===== config.mk =====
export PLATFORM = sky130hd
export DESIGN_NAME = serial_expression_calculator_flat
export DESIGN_NICKNAME = d
export VERILOG_FILES = /design/src/rtl/core/sec_pkg.sv /design/src/rtl/core/sec_in_if.sv /design/src/rtl/core/sec_out_if.sv /design/src/rtl/core/sec_alu.sv /design/src/rtl/core/sec_sat.sv /design/src/rtl/core/serial_expression_calculator.sv /design/src/flat_wrapper.sv
export SDC_FILE = /design/constraint.sdc
export NUM_CORES = 1
export LEC_CHECK = 0
export ABC_AREA = 1
export BUFFER_PORTS_ARGS = -buffer_cell sky130_fd_sc_hd__buf_2
export CAP_MARGIN = 20
export CELL_PAD_IN_SITES_DETAIL_PLACEMENT = 2
export CELL_PAD_IN_SITES_GLOBAL_PLACEMENT = 2
export CORE_MARGIN = 5
export CORE_UTILIZATION = 40
export DETAILED_ROUTE_END_ITERATION = 10
export PLACE_DENSITY = 0.87
export SYNTH_ARGS = -nofsm -noshare
export SYNTH_HDL_FRONTEND = slang
export SYNTH_SLANG_ARGS = --single-unit

===== constraint.sdc =====
create_clock -name clk -period 9.2 [get_ports clk]
set_clock_uncertainty 0.05 [all_clocks]
set_input_delay 0 -clock clk [delete_from_list [all_inputs] [get_ports clk]]
set_output_delay 0 -clock clk [all_outputs]
set_load 0.005 [all_outputs]

===== src/rtl/core/sec_pkg.sv =====
// shared types, constants and helpers of the serial expression calculator
package sec_pkg;

	localparam int WORD_W  = 16;
	localparam int BYTE_W  = 8;
	localparam int RES_W   = 16;
	localparam int MAG_W   = 14;
	localparam int CNT_W   = $clog2(WORD_W + 1);

	localparam logic [MAG_W-1:0]  MAG_LIMIT = MAG_W'(9999);
	localparam logic [BYTE_W-1:0] CH_CR     = BYTE_W'(13);
	localparam logic [BYTE_W-1:0] CH_ZERO   = BYTE_W'(48);
	localparam logic [BYTE_W-1:0] CH_NINE   = BYTE_W'(57);
	localparam logic [BYTE_W-1:0] CH_PLUS   = BYTE_W'(43);
	localparam logic [BYTE_W-1:0] CH_MINUS  = BYTE_W'(45);
	localparam logic [BYTE_W-1:0] CH_STAR   = BYTE_W'(42);
	localparam logic [BYTE_W-1:0] CH_SLASH  = BYTE_W'(47);

	typedef enum logic [2:0] {
		OP_ADD,
		OP_SUB,
		OP_MUL,
		OP_DIV,
		OP_OTHER
	} op_t;

	typedef struct packed {
		logic              start;
		op_t               op;
		logic [WORD_W-1:0] a;
		logic [WORD_W-1:0] b;
	} alu_req_t;

	typedef struct packed {
		logic              done;
		logic [WORD_W-1:0] result;
	} alu_rsp_t;

	typedef struct packed {
		logic              valid;
		logic              err;
		logic [WORD_W-1:0] word;
	} sat_req_t;

	typedef struct packed {
		logic             done;
		logic [RES_W-1:0] result;
		logic [MAG_W-1:0] mag;
		logic             neg;
		logic             ovf;
		logic             err;
	} sat_rsp_t;

	function automatic logic [WORD_W-1:0] abs_word(input logic [WORD_W-1:0] v);
		return v[WORD_W-1] ? (~v + WORD_W'(1)) : v;
	endfunction

	function automatic op_t decode_op(input logic [BYTE_W-1:0] b);
		op_t op;
		case (b)
			CH_PLUS:  op = OP_ADD;
			CH_MINUS: op = OP_SUB;
			CH_STAR:  op = OP_MUL;
			CH_SLASH: op = OP_DIV;
			default:  op = OP_OTHER;
		endcase
		return op;
	endfunction

endpackage


===== src/rtl/core/sec_in_if.sv =====
// input byte channel of the serial expression calculator
interface sec_in_if;
	logic                        valid;
	logic                        ready;
	logic [sec_pkg::BYTE_W-1:0]  rx_byte;

	modport source (output valid, output rx_byte, input ready);
	modport sink (input valid, input rx_byte, output ready);
endinterface


===== src/rtl/core/sec_out_if.sv =====
// result channel of the serial expression calculator
interface sec_out_if;
	logic                              valid;
	logic                              ready;
	logic [sec_pkg::BYTE_W-1:0]        echo_byte;
	logic                              newline_first;
	logic                              expr_done;
	logic signed [sec_pkg::RES_W-1:0]  signed_result;
	logic [sec_pkg::MAG_W-1:0]         display_magnitude;
	logic                              minus_flag;
	logic                              overflow_flag;
	logic                              error_flag;

	modport source (output valid, output echo_byte, output newline_first, output expr_done,
		output signed_result, output display_magnitude, output minus_flag,
		output overflow_flag, output error_flag, input ready);
	modport sink (input valid, input echo_byte, input newline_first, input expr_done,
		input signed_result, input display_magnitude, input minus_flag,
		input overflow_flag, input error_flag, output ready);
endinterface


===== src/rtl/core/sec_alu.sv =====
// arithmetic unit: registered add and subtract, bit-serial multiply and restoring divide
module sec_alu (
	input  logic              clk,
	input  logic              arst_n,
	input  sec_pkg::alu_req_t req,
	output sec_pkg::alu_rsp_t rsp
);
	import sec_pkg::*;

	logic              busy_q;
	logic              done_q;
	op_t               op_q;
	logic [CNT_W-1:0]  cnt_q;
	logic [WORD_W-1:0] acc_q;
	logic [WORD_W-1:0] x_q;
	logic [WORD_W-1:0] y_q;
	logic [WORD_W-1:0] rem_q;
	logic [WORD_W-1:0] res_q;
	logic              neg_q;

	logic [WORD_W-1:0] acc_sum;
	logic [WORD_W:0]   rem_shift;
	logic [WORD_W:0]   rem_diff;
	logic              rem_ge;
	logic [WORD_W-1:0] quot_next;

	// multiply: add the multiplicand when the low multiplier bit is set
	assign acc_sum   = acc_q + (y_q[0] ? x_q : '0);
	// divide: quotient bits shift into x_q as dividend bits leave it
	assign rem_shift = {rem_q, x_q[WORD_W-1]};
	assign rem_diff  = rem_shift - {1'b0, y_q};
	assign rem_ge    = !rem_diff[WORD_W];
	assign quot_next = {x_q[WORD_W-2:0], rem_ge};

	always_ff @(posedge clk or negedge arst_n) begin
		if (!arst_n) begin
			busy_q <= 1'b0;
			done_q <= 1'b0;
			op_q   <= OP_ADD;
			cnt_q  <= '0;
			acc_q  <= '0;
			x_q    <= '0;
			y_q    <= '0;
			rem_q  <= '0;
			res_q  <= '0;
			neg_q  <= 1'b0;
		end else begin
			done_q <= 1'b0;
			if (req.start) begin
				op_q <= req.op;
				case (req.op)
					OP_ADD: begin
						res_q  <= req.a + req.b;
						done_q <= 1'b1;
					end
					OP_SUB: begin
						res_q  <= req.a - req.b;
						done_q <= 1'b1;
					end
					OP_MUL: begin
						acc_q  <= '0;
						x_q    <= req.a;
						y_q    <= req.b;
						cnt_q  <= CNT_W'(WORD_W);
						busy_q <= 1'b1;
					end
					OP_DIV: begin
						x_q    <= abs_word(req.a);
						y_q    <= abs_word(req.b);
						rem_q  <= '0;
						neg_q  <= req.a[WORD_W-1] ^ req.b[WORD_W-1];
						cnt_q  <= CNT_W'(WORD_W);
						busy_q <= 1'b1;
					end
					default: begin
						res_q  <= '0;
						done_q <= 1'b1;
					end
				endcase
			end else if (busy_q) begin
				cnt_q <= cnt_q - CNT_W'(1);
				if (op_q == OP_MUL) begin
					acc_q <= acc_sum;
					x_q   <= {x_q[WORD_W-2:0], 1'b0};
					y_q   <= {1'b0, y_q[WORD_W-1:1]};
				end else begin
					rem_q <= rem_ge ? rem_diff[WORD_W-1:0] : rem_shift[WORD_W-1:0];
					x_q   <= quot_next;
				end
				if (cnt_q == CNT_W'(1)) begin
					busy_q <= 1'b0;
					done_q <= 1'b1;
					if (op_q == OP_MUL) begin
						res_q <= acc_sum;
					end else begin
						res_q <= neg_q ? (~quot_next + WORD_W'(1)) : quot_next;
					end
				end
			end
		end
	end

	assign rsp.done   = done_q;
	assign rsp.result = res_q;

endmodule


===== src/rtl/core/sec_sat.sv =====
// result store: magnitude, saturation to the display limit and status flags
module sec_sat (
	input  logic              clk,
	input  logic              arst_n,
	input  sec_pkg::sat_req_t req,
	output sec_pkg::sat_rsp_t rsp
);
	import sec_pkg::*;

	logic              done_q;
	logic [RES_W-1:0]  result_q;
	logic [MAG_W-1:0]  mag_q;
	logic              neg_q;
	logic              ovf_q;
	logic              err_q;

	logic [WORD_W-1:0] mag_full;
	logic              too_big;

	assign mag_full = abs_word(req.word);
	// most negative word has no positive twin and lands here as well
	assign too_big  = mag_full > WORD_W'(MAG_LIMIT);

	always_ff @(posedge clk or negedge arst_n) begin
		if (!arst_n) begin
			done_q   <= 1'b0;
			result_q <= '0;
			mag_q    <= '0;
			neg_q    <= 1'b0;
			ovf_q    <= 1'b0;
			err_q    <= 1'b0;
		end else begin
			done_q <= req.valid;
			if (req.valid) begin
				if (req.err) begin
					result_q <= '0;
					mag_q    <= '0;
					neg_q    <= 1'b0;
					ovf_q    <= 1'b0;
					err_q    <= 1'b1;
				end else begin
					result_q <= req.word[RES_W-1:0];
					mag_q    <= too_big ? MAG_LIMIT : mag_full[MAG_W-1:0];
					neg_q    <= req.word[WORD_W-1];
					ovf_q    <= too_big;
					err_q    <= 1'b0;
				end
			end
		end
	end

	assign rsp.done   = done_q;
	assign rsp.result = result_q;
	assign rsp.mag    = mag_q;
	assign rsp.neg    = neg_q;
	assign rsp.ovf    = ovf_q;
	assign rsp.err    = err_q;

endmodule


===== src/rtl/core/serial_expression_calculator.sv =====
// top level: byte parser, operand accumulation and result channel
// path: a byte that does not evaluate goes from idle to the emit state, then into the free output register
// path: carriage return with add, subtract or other operator: calc, sat, emit; division by zero skips calc
// path: multiply and divide wait in calc for the one-bit-per-cycle arithmetic unit
// throughput: one byte at a time; a new byte is taken while the previous beat waits
// reset: operands, operator and last result clear to zero, no beat pending
module serial_expression_calculator (
	input  logic      clk,
	input  logic      arst_n,
	sec_in_if.sink    rx,
	sec_out_if.source tx
);
	import sec_pkg::*;

	typedef enum logic [1:0] {
		ST_IDLE,
		ST_CALC,
		ST_SAT,
		ST_EMIT
	} state_t;

	state_t            state_q;
	logic              phase_q;
	logic [WORD_W-1:0] left_q;
	logic [WORD_W-1:0] right_q;
	op_t               op_q;
	logic [BYTE_W-1:0] byte_q;
	logic              done_q;

	logic              tx_valid_q;
	logic [BYTE_W-1:0] tx_byte_q;
	logic              tx_done_q;
	logic [RES_W-1:0]  tx_result_q;
	logic [MAG_W-1:0]  tx_mag_q;
	logic              tx_neg_q;
	logic              tx_ovf_q;
	logic              tx_err_q;

	logic              accept;
	logic              is_digit;
	logic              is_cr;
	logic [3:0]        digit_val;
	op_t               eff_op;
	logic              div_zero;

	alu_req_t          alu_req;
	alu_rsp_t          alu_rsp;
	sat_req_t          sat_req;
	sat_rsp_t          sat_rsp;

	function automatic logic [WORD_W-1:0] times_ten_plus(input logic [WORD_W-1:0] v,
		input logic [3:0] d);
		return {v[WORD_W-4:0], 3'b000} + {v[WORD_W-2:0], 1'b0} + WORD_W'(d);
	endfunction

	assign accept    = rx.valid && rx.ready;
	assign is_digit  = (rx.rx_byte >= CH_ZERO) && (rx.rx_byte <= CH_NINE);
	assign is_cr     = rx.rx_byte == CH_CR;
	// ascii digits sit at 0x30..0x39, so the low nibble is the value
	assign digit_val = rx.rx_byte[3:0];
	// in the first phase a carriage return is also the operator byte
	assign eff_op    = phase_q ? op_q : decode_op(rx.rx_byte);
	assign div_zero  = (eff_op == OP_DIV) && (right_q == '0);

	assign alu_req.start = accept && is_cr && !div_zero;
	assign alu_req.op    = eff_op;
	assign alu_req.a     = left_q;
	assign alu_req.b     = right_q;

	assign sat_req.valid = (accept && is_cr && div_zero) || (state_q == ST_CALC && alu_rsp.done);
	assign sat_req.err   = state_q == ST_IDLE;
	assign sat_req.word  = alu_rsp.result;

	sec_alu u_alu (
		.clk    (clk),
		.arst_n (arst_n),
		.req    (alu_req),
		.rsp    (alu_rsp)
	);

	sec_sat u_sat (
		.clk    (clk),
		.arst_n (arst_n),
		.req    (sat_req),
		.rsp    (sat_rsp)
	);

	always_ff @(posedge clk or negedge arst_n) begin
		if (!arst_n) begin
			state_q     <= ST_IDLE;
			phase_q     <= 1'b0;
			left_q      <= '0;
			right_q     <= '0;
			op_q        <= OP_ADD;
			byte_q      <= '0;
			done_q      <= 1'b0;
			tx_valid_q  <= 1'b0;
			tx_byte_q   <= '0;
			tx_done_q   <= 1'b0;
			tx_result_q <= '0;
			tx_mag_q    <= '0;
			tx_neg_q    <= 1'b0;
			tx_ovf_q    <= 1'b0;
			tx_err_q    <= 1'b0;
		end else begin
			// the emit state refills the output register itself
			if (tx_valid_q && tx.ready && state_q != ST_EMIT) begin
				tx_valid_q <= 1'b0;
			end
			case (state_q)
				ST_IDLE: begin
					if (accept) begin
						byte_q <= rx.rx_byte;
						done_q <= is_cr;
						if (!phase_q && !is_digit) begin
							op_q <= eff_op;
						end
						if (!phase_q && is_digit) begin
							left_q  <= times_ten_plus(left_q, digit_val);
							state_q <= ST_EMIT;
						end else if (is_digit) begin
							right_q <= times_ten_plus(right_q, digit_val);
							state_q <= ST_EMIT;
						end else if (is_cr) begin
							phase_q <= 1'b0;
							left_q  <= '0;
							right_q <= '0;
							state_q <= div_zero ? ST_SAT : ST_CALC;
						end else begin
							phase_q <= 1'b1;
							state_q <= ST_EMIT;
						end
					end
				end
				ST_CALC: begin
					if (alu_rsp.done) begin
						state_q <= ST_SAT;
					end
				end
				ST_SAT: begin
					if (sat_rsp.done) begin
						state_q <= ST_EMIT;
					end
				end
				ST_EMIT: begin
					// output register free or being emptied this cycle
					if (!tx_valid_q || tx.ready) begin
						tx_valid_q  <= 1'b1;
						tx_byte_q   <= byte_q;
						tx_done_q   <= done_q;
						tx_result_q <= sat_rsp.result;
						tx_mag_q    <= sat_rsp.mag;
						tx_neg_q    <= sat_rsp.neg;
						tx_ovf_q    <= sat_rsp.ovf;
						tx_err_q    <= sat_rsp.err;
						state_q     <= ST_IDLE;
					end
				end
				default: begin
					state_q <= ST_IDLE;
				end
			endcase
		end
	end

	assign rx.ready             = state_q == ST_IDLE;
	assign tx.valid             = tx_valid_q;
	assign tx.echo_byte         = tx_byte_q;
	assign tx.newline_first     = tx_byte_q == CH_CR;
	assign tx.expr_done         = tx_done_q;
	assign tx.signed_result     = tx_result_q;
	assign tx.display_magnitude = tx_mag_q;
	assign tx.minus_flag        = tx_neg_q;
	assign tx.overflow_flag     = tx_ovf_q;
	assign tx.error_flag        = tx_err_q;

	a_accept_leaves_idle: assert property (@(posedge clk) disable iff (!arst_n)
		accept |=> state_q != ST_IDLE)
		else $error("byte taken but parser stayed idle");

	a_alu_done_in_calc: assert property (@(posedge clk) disable iff (!arst_n)
		alu_rsp.done |-> state_q == ST_CALC)
		else $error("arithmetic unit finished outside of calculation");

	a_sat_done_in_sat: assert property (@(posedge clk) disable iff (!arst_n)
		sat_rsp.done |-> state_q == ST_SAT)
		else $error("result store updated outside of its wait state");

	a_done_is_cr: assert property (@(posedge clk) disable iff (!arst_n)
		(tx.valid && tx.expr_done) |-> tx.newline_first)
		else $error("evaluation beat without carriage return");

	a_err_clears_mag: assert property (@(posedge clk) disable iff (!arst_n)
		(tx.valid && tx.error_flag) |-> (tx.display_magnitude == '0 && !tx.minus_flag))
		else $error("division by zero left a nonzero magnitude");

endmodule


===== src/flat_wrapper.sv =====
// flat-port wrapper written by rule: the top's interface ports become plain ports
module serial_expression_calculator_flat import sec_pkg::*;
  (clk, arst_n, rx_valid, rx_rx_byte, rx_ready, tx_valid, tx_echo_byte, tx_newline_first, tx_expr_done, tx_signed_result, tx_display_magnitude, tx_minus_flag, tx_overflow_flag, tx_error_flag, tx_ready);
  sec_in_if rx_i ();
  sec_out_if tx_i ();
  input  logic clk;
  input  logic arst_n;
  input wire logic [$bits(rx_i.valid)-1:0] rx_valid;
  input wire logic [$bits(rx_i.rx_byte)-1:0] rx_rx_byte;
  output wire logic [$bits(rx_i.ready)-1:0] rx_ready;
  output wire logic [$bits(tx_i.valid)-1:0] tx_valid;
  output wire logic [$bits(tx_i.echo_byte)-1:0] tx_echo_byte;
  output wire logic [$bits(tx_i.newline_first)-1:0] tx_newline_first;
  output wire logic [$bits(tx_i.expr_done)-1:0] tx_expr_done;
  output wire logic [$bits(tx_i.signed_result)-1:0] tx_signed_result;
  output wire logic [$bits(tx_i.display_magnitude)-1:0] tx_display_magnitude;
  output wire logic [$bits(tx_i.minus_flag)-1:0] tx_minus_flag;
  output wire logic [$bits(tx_i.overflow_flag)-1:0] tx_overflow_flag;
  output wire logic [$bits(tx_i.error_flag)-1:0] tx_error_flag;
  input wire logic [$bits(tx_i.ready)-1:0] tx_ready;
  assign rx_i.valid = rx_valid;
  assign rx_i.rx_byte = rx_rx_byte;
  assign rx_ready = rx_i.ready;
  assign tx_valid = tx_i.valid;
  assign tx_echo_byte = tx_i.echo_byte;
  assign tx_newline_first = tx_i.newline_first;
  assign tx_expr_done = tx_i.expr_done;
  assign tx_signed_result = tx_i.signed_result;
  assign tx_display_magnitude = tx_i.display_magnitude;
  assign tx_minus_flag = tx_i.minus_flag;
  assign tx_overflow_flag = tx_i.overflow_flag;
  assign tx_error_flag = tx_i.error_flag;
  assign tx_i.ready = tx_ready;
  serial_expression_calculator u_core (.clk(clk), .arst_n(arst_n), .rx(rx_i), .tx(tx_i));
endmodule

* Yosys cells after proc, flatten, opt, wreduce, memory -nomap -nowiden
Index checks and enable logic that the tools add are counted.
** Cells by class
- Reduce and logical (&&, ||, !) cells :: 41
- Magnitude comparators :: 3
- Bitwise gates (word level) :: 7
- Muxes and demuxes :: 63
- Add/subtract/negate cells :: 13
- Equality and inequality tests :: 26
** Operators with widths (number)
- 16-bit 2-to-1 mux :: 28
- 16-bit by 1-bit adder with 16-bit output (second input constant) :: 4
- 16-bit adder :: 4
- 16-bit inverter :: 4
- 16-bit case mux with 2 select lines :: 2
- 16-bit case mux with 3 select lines :: 1
- 16-bit by 4-bit adder with 16-bit output :: 2
- 8-bit by 6-bit == test with 1-bit output (second input constant) :: 4
- 14-bit 2-to-1 mux :: 2
- 2-bit inequality test (second input constant) :: 9
- 17-bit by 16-bit subtractor with 17-bit output :: 1
- 8-bit by 4-bit == test with 1-bit output (second input constant) :: 2
- 16-bit by 14-bit > comparator with 1-bit output (second input constant) :: 1
- 16-bit zero test :: 1
- 1-bit 2-to-1 mux :: 16
- 2-bit 2-to-1 mux :: 8
- 4-bit AND reduction :: 4
- 16-bit subtractor :: 1
- 5-bit 2-to-1 mux :: 3
- 3-bit AND reduction :: 5
- 3-bit case mux with 4 select lines :: 1
- 1-bit logical AND :: 11
- 2-bit AND reduction :: 5
- 2-bit nonzero test :: 5
- other kinds (19) :: 29
** Word-level totals
- Bits in registers :: 215
- Bits of input ports :: 12
- Output and inout bits :: 45

* Logic depth before layout (Yosys ltp)
Gate-level depths: netlist (run 1).
- Word-level depth :: 11
- Gate-level depth with buffers :: 27
- Depth with buffers taken out :: 25

* By module
From an unflattened synthesis (run 1), not the netlist that was laid out.
** Second synthesis, totals
- Cell total of the unflattened synthesis :: 1985
- Area total of the unflattened synthesis :: 15098.2 µm²
** By module, submodules not included
- sec_alu :: cells each 1108, times used 1, area an instance 7738.7 µm², sequential area each 2277.2 µm²
- serial_expression_calculator :: cells each 637, times used 1, area an instance 5489.0 µm², sequential area each 2252.2 µm²
- sec_sat :: cells each 240, times used 1, area an instance 1870.5 µm², sequential area each 825.8 µm²

* Worst setup path before layout (run 1)
Ideal clock, no wire load.
- Kind :: register to register
- Start point :: register u_core.u_alu.x_q[15]
- End point :: register u_core.u_alu.res_q[14]
- Path slack :: 5.848 ns
- Data required time :: 9.019 ns
- Arrival :: 3.171 ns
- Library setup time :: 0.131 ns
- Cell stages (with the launch flop) :: 26
- Clock period less this slack :: 3.352 ns
- Path through :: dfrtp_1 > inv_1 > ha_1 > fa_1 > inv_1 > nand2_1 > nand2_1 > nand3_1 > nand2_1 > nand2_1 > nand2_1 > nand2_1 > nand2_1 > buf_1 > ha_1 > inv_1 > nor3_1 > nand2_1 > nand2_1 > o21ai_0 > nor2_1 > o21ai_0 > a21oi_1 > o21ai_0 > o211ai_1 > a31oi_1
** On the way
- Longest elaborated chain between the ends :: 9
** RTL lines
- start, declared :: RTL line sec_alu.sv:15 : logic [WORD_W-1:0] x_q;
- start signal, assigned :: RTL line sec_alu.sv:62 : x_q <= req.a;
- start signal, assigned :: RTL line sec_alu.sv:68 : x_q <= abs_word(req.a);
- start signal, assigned :: RTL line sec_alu.sv:84 : x_q <= {x_q[WORD_W-2:0], 1'b0};
- 17-bit by 16-bit subtractor with 17-bit output :: RTL line sec_alu.sv:31 : assign rem_diff = rem_shift - {1'b0, y_q};
- 1-bit zero test :: RTL line sec_alu.sv:32 : assign rem_ge = !rem_diff[WORD_W];
- 16-bit inverter :: RTL line sec_alu.sv:96 : res_q <= neg_q ? (~quot_next + WORD_W'(1)) : quot_next;
- 16-bit by 1-bit adder with 16-bit output :: RTL line sec_alu.sv:96
- 16-bit 2-to-1 mux :: RTL line sec_alu.sv:96
- 16-bit 2-to-1 mux :: RTL line sec_alu.sv:93 : if (op_q == OP_MUL) begin
- 16-bit 2-to-1 mux :: RTL line sec_alu.sv:90 : if (cnt_q == CNT_W'(1)) begin
- 16-bit 2-to-1 mux :: RTL line sec_alu.sv:80 : end else if (busy_q) begin
- 16-bit 2-to-1 mux :: RTL line sec_alu.sv:49 : if (req.start) begin
- end signal, assigned :: RTL line sec_alu.sv:53 : res_q <= req.a + req.b;
- end signal, assigned :: RTL line sec_alu.sv:94 : res_q <= acc_sum;
- end signal, assigned :: RTL line sec_alu.sv:96
- end, declared :: RTL line sec_alu.sv:18 : logic [WORD_W-1:0] res_q;
Every way passes these cells. The select of a mux whose other input is x is not followed.
A chain may end at the register's enable or synchronous reset.

* Worst setup path in the final report (run 1)
- Start point :: register u_core.u_alu.y_q[0]
- End point :: register u_core.u_alu.res_q[14]
** On the way
- Longest elaborated chain between the ends :: 9
- Elaborated cells between the ends (all ways) :: 11
- Classes of those cells :: add/sub: 3; mux: 6; bitwise: 1; reduce/logical: 1
** RTL lines
- start, declared :: RTL line sec_alu.sv:16 : logic [WORD_W-1:0] y_q;
- start signal, assigned :: RTL line sec_alu.sv:63 : y_q <= req.b;
- start signal, assigned :: RTL line sec_alu.sv:69 : y_q <= abs_word(req.b);
- start signal, assigned :: RTL line sec_alu.sv:85 : y_q <= {1'b0, y_q[WORD_W-1:1]};
- 17-bit by 16-bit subtractor with 17-bit output :: RTL line sec_alu.sv:31
- 1-bit zero test :: RTL line sec_alu.sv:32
- 16-bit inverter :: RTL line sec_alu.sv:96
- 16-bit by 1-bit adder with 16-bit output :: RTL line sec_alu.sv:96
- 16-bit 2-to-1 mux :: RTL line sec_alu.sv:96
- 16-bit 2-to-1 mux * :: RTL line sec_alu.sv:93
- 16-bit 2-to-1 mux * :: RTL line sec_alu.sv:90
- 16-bit 2-to-1 mux * :: RTL line sec_alu.sv:80
- 16-bit 2-to-1 mux * :: RTL line sec_alu.sv:49
Every way passes the cells marked *; elsewhere a longest branch is shown, timed or not. The select of a mux whose other input is x is not followed.

==> results of run 1 <==
stage by stage:
step	instance area (µm²)	utilization	worst slack (ns)
after global placement	15300	0.420	5.21
after detailed placement	15300	0.420	4.94
after CTS	16300	0.449	4.69
after global routing	16400	0.451	4.10
final	16400	0.451	4.41
after floorplan	14600	-	5.85
critical path, cell delays in order (launching register included):
cell      delay [ns]
dfrtp_1         0.61
ha_1            0.35
fa_1            0.43
inv_1           0.10
nand2_1         0.08
nand2_1         0.09
nand3_1         0.10
nand2_1         0.21
nand2_1         0.14
nand2_1         0.10
nand2_1         0.07
nand2_1         0.40
ha_1            0.27
inv_1           0.07
nor3_1          0.27
nand2_1         0.10
nand2_1         0.08
o21ai_0         0.21
nor2_1          0.23
o21ai_0         0.17
a21oi_1         0.15
o21ai_0         0.11
o211ai_1        0.12
a31oi_1         0.11
layout make-up:
type / instances / share of cell area
tap: 468 / 0.0358
clock inverter: 13 / 0.00894
clock buffer: 36 / 0.0458
timing repair buffer: 78 / 0.0322
sequential: 213 / 0.325
inverter: 257 / 0.0590
multi-input combinational: 1428 / 0.493
where the power goes:
part / leakage (µW) / internal, µW / switching [µW]
clock: 0.000438 / 634 / 493
sequential: 0.00260 / 1110 / 278
combinational: 0.00519 / 831 / 1530
cells in the final DEF (no fill, tap or decap), types with 26 or more instances in the layout:
master	instances
inv_1	245
dfrtp_1	213
a21oi_1	112
nand3_1	105
ha_1	110
o21ai_0	237
o22ai_1	29
nor2_1	132
clkbuf_16	27
nor3_1	26
xor2_1	51
nand2_1	448
buf_2	55
registers in the layout (all words and copies together), names as in the netlist, 2 cells and up:
register,flops
u_core.byte_q,8
u_core.left_q,16
u_core.op_q,3
u_core.right_q,16
u_core.state_q,2
u_core.tx.display_magnitude,14
u_core.tx.echo_byte,8
u_core.tx.signed_result,15
u_core.u_alu.acc_q,16
u_core.u_alu.cnt_q,5
u_core.u_alu.op_q,3
u_core.u_alu.rem_q,16
u_core.u_alu.res_q,16
u_core.u_alu.x_q,16
u_core.u_alu.y_q,16
u_core.u_sat.mag_q,14
u_core.u_sat.result_q,16
cell families (layout without fill, tap and decap cells):
family	count (synthesis)	in the layout	synth area share
and+or+nand+nor	764	764	0.221
AOI/OAI and AO/OA	457	457	0.169
buffers and inverters	314	384	0.0852
DFF	213	213	0.364
adders and majority gates	117	117	0.104
xor gates and xnor gates	70	70	0.0419
muxes	20	20	0.0154
routing by layer:
layer	track usage	vias up
met5	0	-
met4	0.123	2
met3	0.0327	170
met2	0.553	456
met1	0.378	7551
li1	-	6566
timing repair:
item	4_1_cts	5_1_grt
setup endpoints to repair	0	0
endpoints found under the hold margin	92	0
hold buffers	14	0
worst max path at each step:
stage	depth (start not counted)	to	slack [ns]	start
finish	23	u_core.u_alu.res_q[14]$_DFFE_PN0P_	4.41	u_core.u_alu.y_q[0]$_DFFE_PN0P_
global route	23	u_core.u_alu.res_q[14]$_DFFE_PN0P_	4.10	u_core.u_alu.y_q[0]$_DFFE_PN0P_
CTS	23	u_core.u_alu.res_q[14]$_DFFE_PN0P_	4.69	u_core.u_alu.y_q[0]$_DFFE_PN0P_
detailed placement	23	u_core.u_alu.res_q[14]$_DFFE_PN0P_	4.94	u_core.u_alu.y_q[0]$_DFFE_PN0P_
global placement	23	u_core.u_alu.res_q[14]$_DFFE_PN0P_	5.21	u_core.u_alu.y_q[0]$_DFFE_PN0P_
floorplan	25	u_core.u_alu.res_q[14]$_DFFE_PN0P_	5.85	u_core.u_alu.x_q[15]$_DFFE_PN0P_
==> metrics.csv, run 1 <==
metric,value,unit
status,finished clean,
yosys_warnings,0,
worst_pin_slew,1.07,ns
insertion_delay,0.59,ns
synth_top_area_cell,dfrtp_1,
wl_met1,26400,µm
layout-drive-gt1-share,0.0849,
vias,14745,
synth_common_cells,"nand2_1, inv_1, o21ai_0",
diodes,0,
fmax,209,MHz
clk_pin_slew_worst_paths,0.06,ns
cts_sinks,213,
grt_max_degree,74,
finalMaxSlewViolations,0,
rr_startpoint,u_core.u_alu.y_q[0]$_DFFE_PN0P_,
critPathLaunchType,register,
routedWlPerCell,25.6,µm
htreeDepth,1,
hold_ws,0.278,ns
power_leakage,0.00823,µW
grt_pass1_wl,100000,µm
multiInputGateArea,0.00807,mm²
tns,0,ns
r2r_slack,4.41,ns
fill_cells,4121,
fin_nets,2134,
hp-start,rx_rx_byte[7],
wl_met2,31800,µm
yosys-top-cells-area,"dfrtp_1, nand2_1, ha_1",
yosysMostFrequentCell,nand2_1,
hold_viol,0,
ys_types,52,
cts_resized,0,
ant_nets,0,
cts_buffers,27,
hold_class,input pin to register,
powerDensity,298,mW/mm²
relSlewSlack,0.283,
drt-pass1-iter-count,5,
grt_pass1_vias,16650,
holdPathStages,4,
yosys_register_bits,213,
fin_cells,2493,
dp.cells,2427,
antenna_found_initial,2,
cap_violations,0,
clock_path_buffers,3,
synthFlopType,dfrtp_1,
worstSetupEndpointType,register,
synth_area,0.0146,mm²
via_per_inst,5.91,
grt-ovfl-total,0,
yosysTopAreaCellShare,0.364,
track_usage,0.308,
rows,70,
path_max_fanout,18,
synth_fp_nets,2084,
ioPinCount,57,
register_area,0.00533,mm²
coreArea,0.0363,mm²
power,4870,µW
crit_type,register to register,
synth_edf_count,0,
fp.dieH,201,µm
yosysSeqAreaShare,0.364,
cp_data_required_time,9.56,ns
cts_tree,done,
die_area,0.0405,mm²
setup_viol,0,
hpwl,41500,µm
root_buffer,clkbuf_16,
hold_end,u_core.byte_q[7]$_DFFE_PN0P_,
portBuffers,56,
place.gp.congestion,0.908,
remaining_drc_errors,0,
start_util,0.403,
r2r_end,u_core.u_alu.res_q[14]$_DFFE_PN0P_,
syn_avg_cell_area,7.49,µm²
timing.final.crit_share,0.521,
drtIter0Drc,966,
crit_arrival,5.15,ns
drt-total-wl,63700,µm
cts_setup_buffers,0,
r2r_cells,23,
peakVddDrop,196,µV
syn_inst,1955,
die_w,201,µm
fin_crit,4.79,ns
routed.top_layer,met5,
async_reset_ff_frac,1.00,
area_delta_synth_final,11.8,%
dr_wl_met3,2640,µm
rsz0062_at_grt,no,
(Power assumes the default switching activity.)
==> run 2, diff against run 1 <==
--- a/config.mk
+++ b/config.mk
@@ -5,15 +5,15 @@
 export SDC_FILE = /design/constraint.sdc
 export NUM_CORES = 1
 export LEC_CHECK = 0
-export ABC_AREA = 1
+export ABC_AREA = 0
 export BUFFER_PORTS_ARGS = -buffer_cell sky130_fd_sc_hd__buf_2
 export CAP_MARGIN = 20
 export CELL_PAD_IN_SITES_DETAIL_PLACEMENT = 2
 export CELL_PAD_IN_SITES_GLOBAL_PLACEMENT = 2
 export CORE_MARGIN = 5
-export CORE_UTILIZATION = 40
+export CORE_UTILIZATION = 36
 export DETAILED_ROUTE_END_ITERATION = 10
-export PLACE_DENSITY = 0.87
+export PLACE_DENSITY = 0.78
 export SYNTH_ARGS = -nofsm -noshare
 export SYNTH_HDL_FRONTEND = slang
 export SYNTH_SLANG_ARGS = --single-unit
==> constraint.sdc (replaced) <==
create_clock -name clk -period 4.1 [get_ports clk]
set_clock_uncertainty 0.05 [all_clocks]
set_input_delay 0 -clock clk [delete_from_list [all_inputs] [get_ports clk]]
set_output_delay 0 -clock clk [all_outputs]
set_load 0.005 [all_outputs]
==> metrics.csv, run 2 <==
metric,value,unit
combPwrFrac,0.432,
antenna_found_initial,0,
dp.cells,2122,
setup_viol,0,
crit_type,register to register,
p_sw,3290,µW
start_util,0.362,
vias,12443,
yosys_warnings,0,
yosysTopAreaCellShare,0.373,
crit_family,simple AND/OR/NAND/NOR gates,
power_leakage,0.00759,µW
fin_crit,4.08,ns
cp_slowest_cell,dfrtp_1,
critPathLaunchType,register,
yosysSeqAreaShare,0.373,
via_per_inst,5.69,
hpwl,36000,µm
multiInputGateArea,0.00859,mm²
grt_max_degree,125,
intPower,5300,µW
worstSetupEndpointType,register,
area_delta_synth_final,15.5,%
p_seq_frac,0.294,
layout-drive-gt1-share,0.160,
grt_pass1_vias,13861,
powerDensity,521,mW/mm²
endpoint,u_core.u_alu.res_q[15]$_DFFE_PN0P_,
fin_cells,2187,
fp.dieH,209,µm
finalMaxSlewViolations,0,
timing.final.crit_share,0.996,
status,finished clean,
grt-ovfl-total,0,
die_w,209,µm
peakVddDrop,341,µV
drt-pass1-iter-count,5,
synthFlopType,dfrtp_1,
root_buffer,clkbuf_16,
ioPinCount,57,
yosys-top-cells-area,"dfrtp_1, ha_1, nand2_1",
rows,73,
rr_startpoint,u_core.right_q[0]$_DFFE_PN0P_,
yosys_register_bits,213,
synth_top_area_cell,dfrtp_1,
routedWlPerCell,23.0,µm
critPathLaunch,u_core.right_q[0]$_DFFE_PN0P_,
insertion_delay,0.55,ns
final_common_cell,dfrtp_1,
diodes,0,
rsz0062_at_grt,yes,
crit_arrival,4.47,ns
drt-total-wl,50200,µm
cap_violations,0,
synth_common_cells,"dfrtp_1, nand2_1, o21ai_0",
place.gp.congestion,0.852,
portBuffers,56,
final_cell_mix,"dfrtp_1, nand2_1, o21ai_0",
hold_viol,0,
cts_tree,done,
worst_pin_slew,1.00,ns
hold_ws,0.112,ns
power,8580,µW
cp_data_required_time,4.49,ns
die_area,0.0437,mm²
cp_num_cells,19,
fin_nets,1774,
syn_inst,1562,
r2r_cells,19,
path_max_fanout,4,
clk_pin_slew_worst_paths,0.06,ns
track_usage,0.220,
async_reset_ff_frac,1.00,
drtIter0Drc,664,
ant_nets,0,
r2r_end,u_core.u_alu.res_q[15]$_DFFE_PN0P_,
crit_chain,"inv_1, ha_2, or3b_4, or3_4, or3_4, buf_4, buf_4, nor2_1, nand2_1, nand2_2, xor2_2, ha_1, o21ai_2, nand2b_1, nor3_2, a21oi_2, xnor2_1, o21ai_1, o32a_1",
fmax,245,MHz
hold_class,input pin to async pin,
synth_edf_count,0,
register_area,0.00533,mm²
grt_pass1_wl,78900,µm
synth_area,0.0143,mm²
p_clk_frac,0.273,
htreeDepth,1,
coreArea,0.0395,mm²
p_sw_frac,0.383,
fill_cells,4329,
remaining_drc_errors,0,
yosysMostFrequentCell,dfrtp_1,
syn_avg_cell_area,9.14,µm²
ys_types,82,
synth_fp_nets,1691,
r2r_slack,0.02,ns
cp.buffers_inverters,3,
clock_path_buffers,3,
cts_sinks,213,
slowest_delay,0.41,ns
cts_buffers,26,
relSlewSlack,0.330,
run 2: cell types whose count changed after synthesis, sizes merged, moves of 27 or more:
cell and change:
a22o +45, inv -193, mux2 +32, nand2 -283
nand2b +34, nand3 -93, nor2 -27, o21ai -122
o31ai +29, xnor2 +35
run 2: kinds of logic (layout without fill, tap and decap cells):
| kind of cell | Yosys count | count (layout) | share of synthesized area |
|---|---|---|---|
| AOI/OAI and AO/OA | 448 | 448 | 0.205 |
| xor gates and xnor gates | 107 | 107 | 0.0656 |
| muxes | 63 | 63 | 0.0487 |
| buffers and inverters | 130 | 230 | 0.0382 |
| DFF | 213 | 213 | 0.373 |
| and+or+nand+nor | 484 | 484 | 0.163 |
| adders and majority gates | 117 | 117 | 0.106 |
run 2: worst min path at each step:
| stage | startpoint | to | slack [ns] | cells after the start |
|---|---|---|---|---|
| final | arst_n | u_core.u_sat.mag_q[0]$_DFFE_PN0P_ | 0.11 | 2 |
| after global routing | arst_n | u_core.tx.signed_result[12]$_DFFE_PN0P_ | 0.21 | 2 |
| after CTS | arst_n | u_core.tx.signed_result[0]$_DFFE_PN0P_ | 0.16 | 2 |
| after detailed placement | arst_n | u_core.tx.error_flag$_DFFE_PN0P_ | 0.15 | 1 |
| after global placement | arst_n | u_core.tx.error_flag$_DFFE_PN0P_ | 0.13 | 1 |
| after floorplan | arst_n | u_core.byte_q[0]$_DFFE_PN0P_ | -0.35 | 0 |
run 2: cell type report:
cell class / instances / area share
sequential: 213 / 0.323
clock inverter: 8 / 0.00645
tap: 525 / 0.0398
multi-input combinational: 1219 / 0.521
inverter: 62 / 0.0141
timing repair buffer: 123 / 0.0505
clock buffer: 37 / 0.0450
run 2: per-layer routing:
| layer | track usage | vias up | routed length, µm |
|---|---|---|---|
| li1 | - | 5747 | - |
| met1 | 0.280 | 6397 | 21800 |
| met2 | 0.396 | 198 | 25500 |
| met3 | 0.0206 | 101 | 1230 |
| met4 | 0.0668 | 0 | 1680 |
| met5 | 0 | - | 0 |
run 2: power by group through the flow:
stage	registers, µW	clock network [µW]	logic [µW]
6_report	2530	2350	3710
5_1_grt	2560	2500	4040
4_1_cts	2520	2380	3290
3_5_place_dp	2560	0	3220
3_3_place_gp	2530	0	3060
2_1_floorplan	2500	0	2140
run 2: per-stage QoR:
step           setup slack [ns]  setup TNS (ns)   util  cell area (µm²)
5_1_grt                  -0.131          -0.317  0.418            16500
4_1_cts                  0.0242               0  0.412            16300
2_1_floorplan             0.229               0      -            14300
6_report                 0.0176               0  0.418            16500
3_5_place_dp            -0.0950          -0.116  0.388            15300
3_3_place_gp              0.157               0  0.388            15300
run 2: what timing repair did:
action                                  in CTS  in global routing
hold buffers                                11                  0
hold endpoints to repair                   143                  0
endpoints found under the setup margin       3                  8
buffers inserted                             0                  9
pin swaps                                    0                 18
gates resized for setup                      5                 39
==> run 3, diff against run 2 <==
--- a/config.mk
+++ b/config.mk
@@ -11,9 +11,10 @@
 export CELL_PAD_IN_SITES_DETAIL_PLACEMENT = 2
 export CELL_PAD_IN_SITES_GLOBAL_PLACEMENT = 2
 export CORE_MARGIN = 5
-export CORE_UTILIZATION = 36
+export CORE_UTILIZATION = 37
+export CTS_BUF_LIST = sky130_fd_sc_hd__clkbuf_8
 export DETAILED_ROUTE_END_ITERATION = 10
-export PLACE_DENSITY = 0.78
+export PLACE_DENSITY = 0.8
 export SYNTH_ARGS = -nofsm -noshare
 export SYNTH_HDL_FRONTEND = slang
 export SYNTH_SLANG_ARGS = --single-unit
==> metrics.csv, run 3 (synthesis gave the netlist of run 2 again) <==
metric,value,unit
area_delta_synth_final,16.1,%
coreArea,0.0384,mm²
hold_class,input pin to async pin,
via_per_inst,5.77,
violations,setup timing,
cp_num_cells,16,
cp_data_required_time,4.59,ns
relSlewSlack,0.340,
final_common_cell,dfrtp_1,
power_leakage,0.00774,µW
final_area,0.0166,mm²
remaining_drc_errors,0,
cp_slowest_cell,dfrtp_1,
combPwrFrac,0.426,
ant_nets,0,
status,"complete, but fails checks",
crit_top_cell,or3_4,
p_seq_frac,0.290,
fin_crit,4.13,ns
crit_chain,"buf_4, or3_4, or3_4, or3_4, or3_4, nand2_1, xor2_1, ha_1, buf_4, and4_1, and2_1, nand2_1, o21ai_1, xor2_1, a22oi_1, a31oi_1",
path_max_fanout,4,
grt_pass1_vias,14303,
crit_type,register to register,
finalMaxSlewViolations,0,
routedWlPerCell,23.9,µm
portBuffers,56,
htreeDepth,2,
crit_family,simple AND/OR/NAND/NOR gates,
insertion_delay,0.61,ns
dpl-instance-area,0.0153,mm²
setup_viol,1,
ioPinCount,57,
worst_pin_slew,0.990,ns
post-place-ws,-0.0852,ns
fp.dieH,206,µm
powerDensity,530,mW/mm²
drtIter0Drc,759,
grt_max_degree,120,
critPathLaunchType,register,
root_buffer,clkbuf_8,
worstSetupEndpointType,register,
fin_nets,1794,
cts_sinks,213,
crit_arrival,4.61,ns
r2r_end,u_core.u_alu.res_q[14]$_DFFE_PN0P_,
clock_path_buffers,3,
fill_cells,4210,
cts_buffers,42,
timing.final.crit_share,1.01,
rows,72,
hold_viol,0,
p_clk_frac,0.284,
die_w,206,µm
cp.buffers_inverters,2,
hold_ws,0.0121,ns
place.gp.congestion,0.881,
grt_pass1_wl,82900,µm
fmax,242,MHz
final_cell_mix,"dfrtp_1, nand2_1, o21ai_0",
rr_startpoint,u_core.right_q[0]$_DFFE_PN0P_,
cap_violations,0,
vias,12773,
track_usage,0.245,
diodes,0,
layout_setup_ws,-0.0267,ns
p_sw,3470,µW
layout-drive-gt1-share,0.169,
slowest_delay,0.41,ns
r2r_cells,16,
rsz0062_at_grt,yes,
tns,-0.0267,ns
grt-ovfl-total,0,
clk_pin_slew_worst_paths,0.07,ns
p_sw_frac,0.396,
start_util,0.372,
cts_tree,done,
drt-pass1-iter-count,5,
hpwl,36200,µm
r2r_slack,-0.03,ns
power,8780,µW
die_area,0.0426,mm²
intPower,5300,µW
antenna_found_initial,0,
peakVddDrop,268,µV
drt-total-wl,53000,µm
==> run 3: power by group through the flow <==
stage / logic, µW / clock network [µW] / registers, µW
after floorplan: 2140 / 0 / 2500
after global placement: 3070 / 0 / 2530
after detailed placement: 3260 / 0 / 2550
after CTS: 3360 / 2530 / 2530
after global routing: 4050 / 2650 / 2570
final: 3740 / 2500 / 2540
==> run 3: worst max path at each step <==
stage / from / end / slack [ns]
2_1_floorplan: u_core.phase_q$_DFFE_PN0P_ / u_core.u_alu.res_q[11]$_DFFE_PN0P_ / 0.23
4_1_cts: u_core.right_q[1]$_DFFE_PN0P_ / u_core.u_alu.res_q[15]$_DFFE_PN0P_ / 0.006
6_report: u_core.right_q[0]$_DFFE_PN0P_ / u_core.u_alu.res_q[14]$_DFFE_PN0P_ / -0.03
5_1_grt: u_core.right_q[0]$_DFFE_PN0P_ / u_core.u_alu.res_q[14]$_DFFE_PN0P_ / -0.18
3_3_place_gp: u_core.right_q[1]$_DFFE_PN0P_ / u_core.u_alu.res_q[15]$_DFFE_PN0P_ / 0.15
3_5_place_dp: u_core.right_q[1]$_DFFE_PN0P_ / u_core.u_alu.res_q[15]$_DFFE_PN0P_ / -0.09
==> run 3: routing by layer <==
| metal | up-vias | track usage | wire length (µm) |
|---|---|---|---|
| met1 | 6549 | 0.297 | 21700 |
| met4 | 0 | 0.101 | 2260 |
| met3 | 141 | 0.0311 | 1710 |
| met2 | 285 | 0.438 | 27300 |
| li1 | 5798 | - | - |
| met5 | - | 0 | 0 |
==> run 3: area by class of cell <==
| cell class | instances | area (µm²) | share of cell area |
|---|---|---|---|
| multi-input combinational | 1219 | 8540 | 0.515 |
| sequential | 213 | 5330 | 0.321 |
| timing repair buffer | 127 | 891 | 0.0537 |
| clock buffer | 51 | 702 | 0.0423 |
| tap | 518 | 648 | 0.0391 |
| clock inverter | 24 | 236 | 0.0143 |
| inverter | 62 | 233 | 0.0140 |
==> run 3: metrics by stage <==
step	cells	util
floorplan	1562	-
global placement	2118	0.399
detailed placement	2118	0.399
CTS	2205	0.427
global route	2214	0.432
finish	2214	0.432
==> run 3: timing repair <==
item,4_1_cts,5_1_grt
resized for setup,2,33
endpoints found under the setup margin,2,7
pin swaps,0,11
endpoints found under the hold margin,143,0
hold buffers,12,0
buffers inserted,0,9
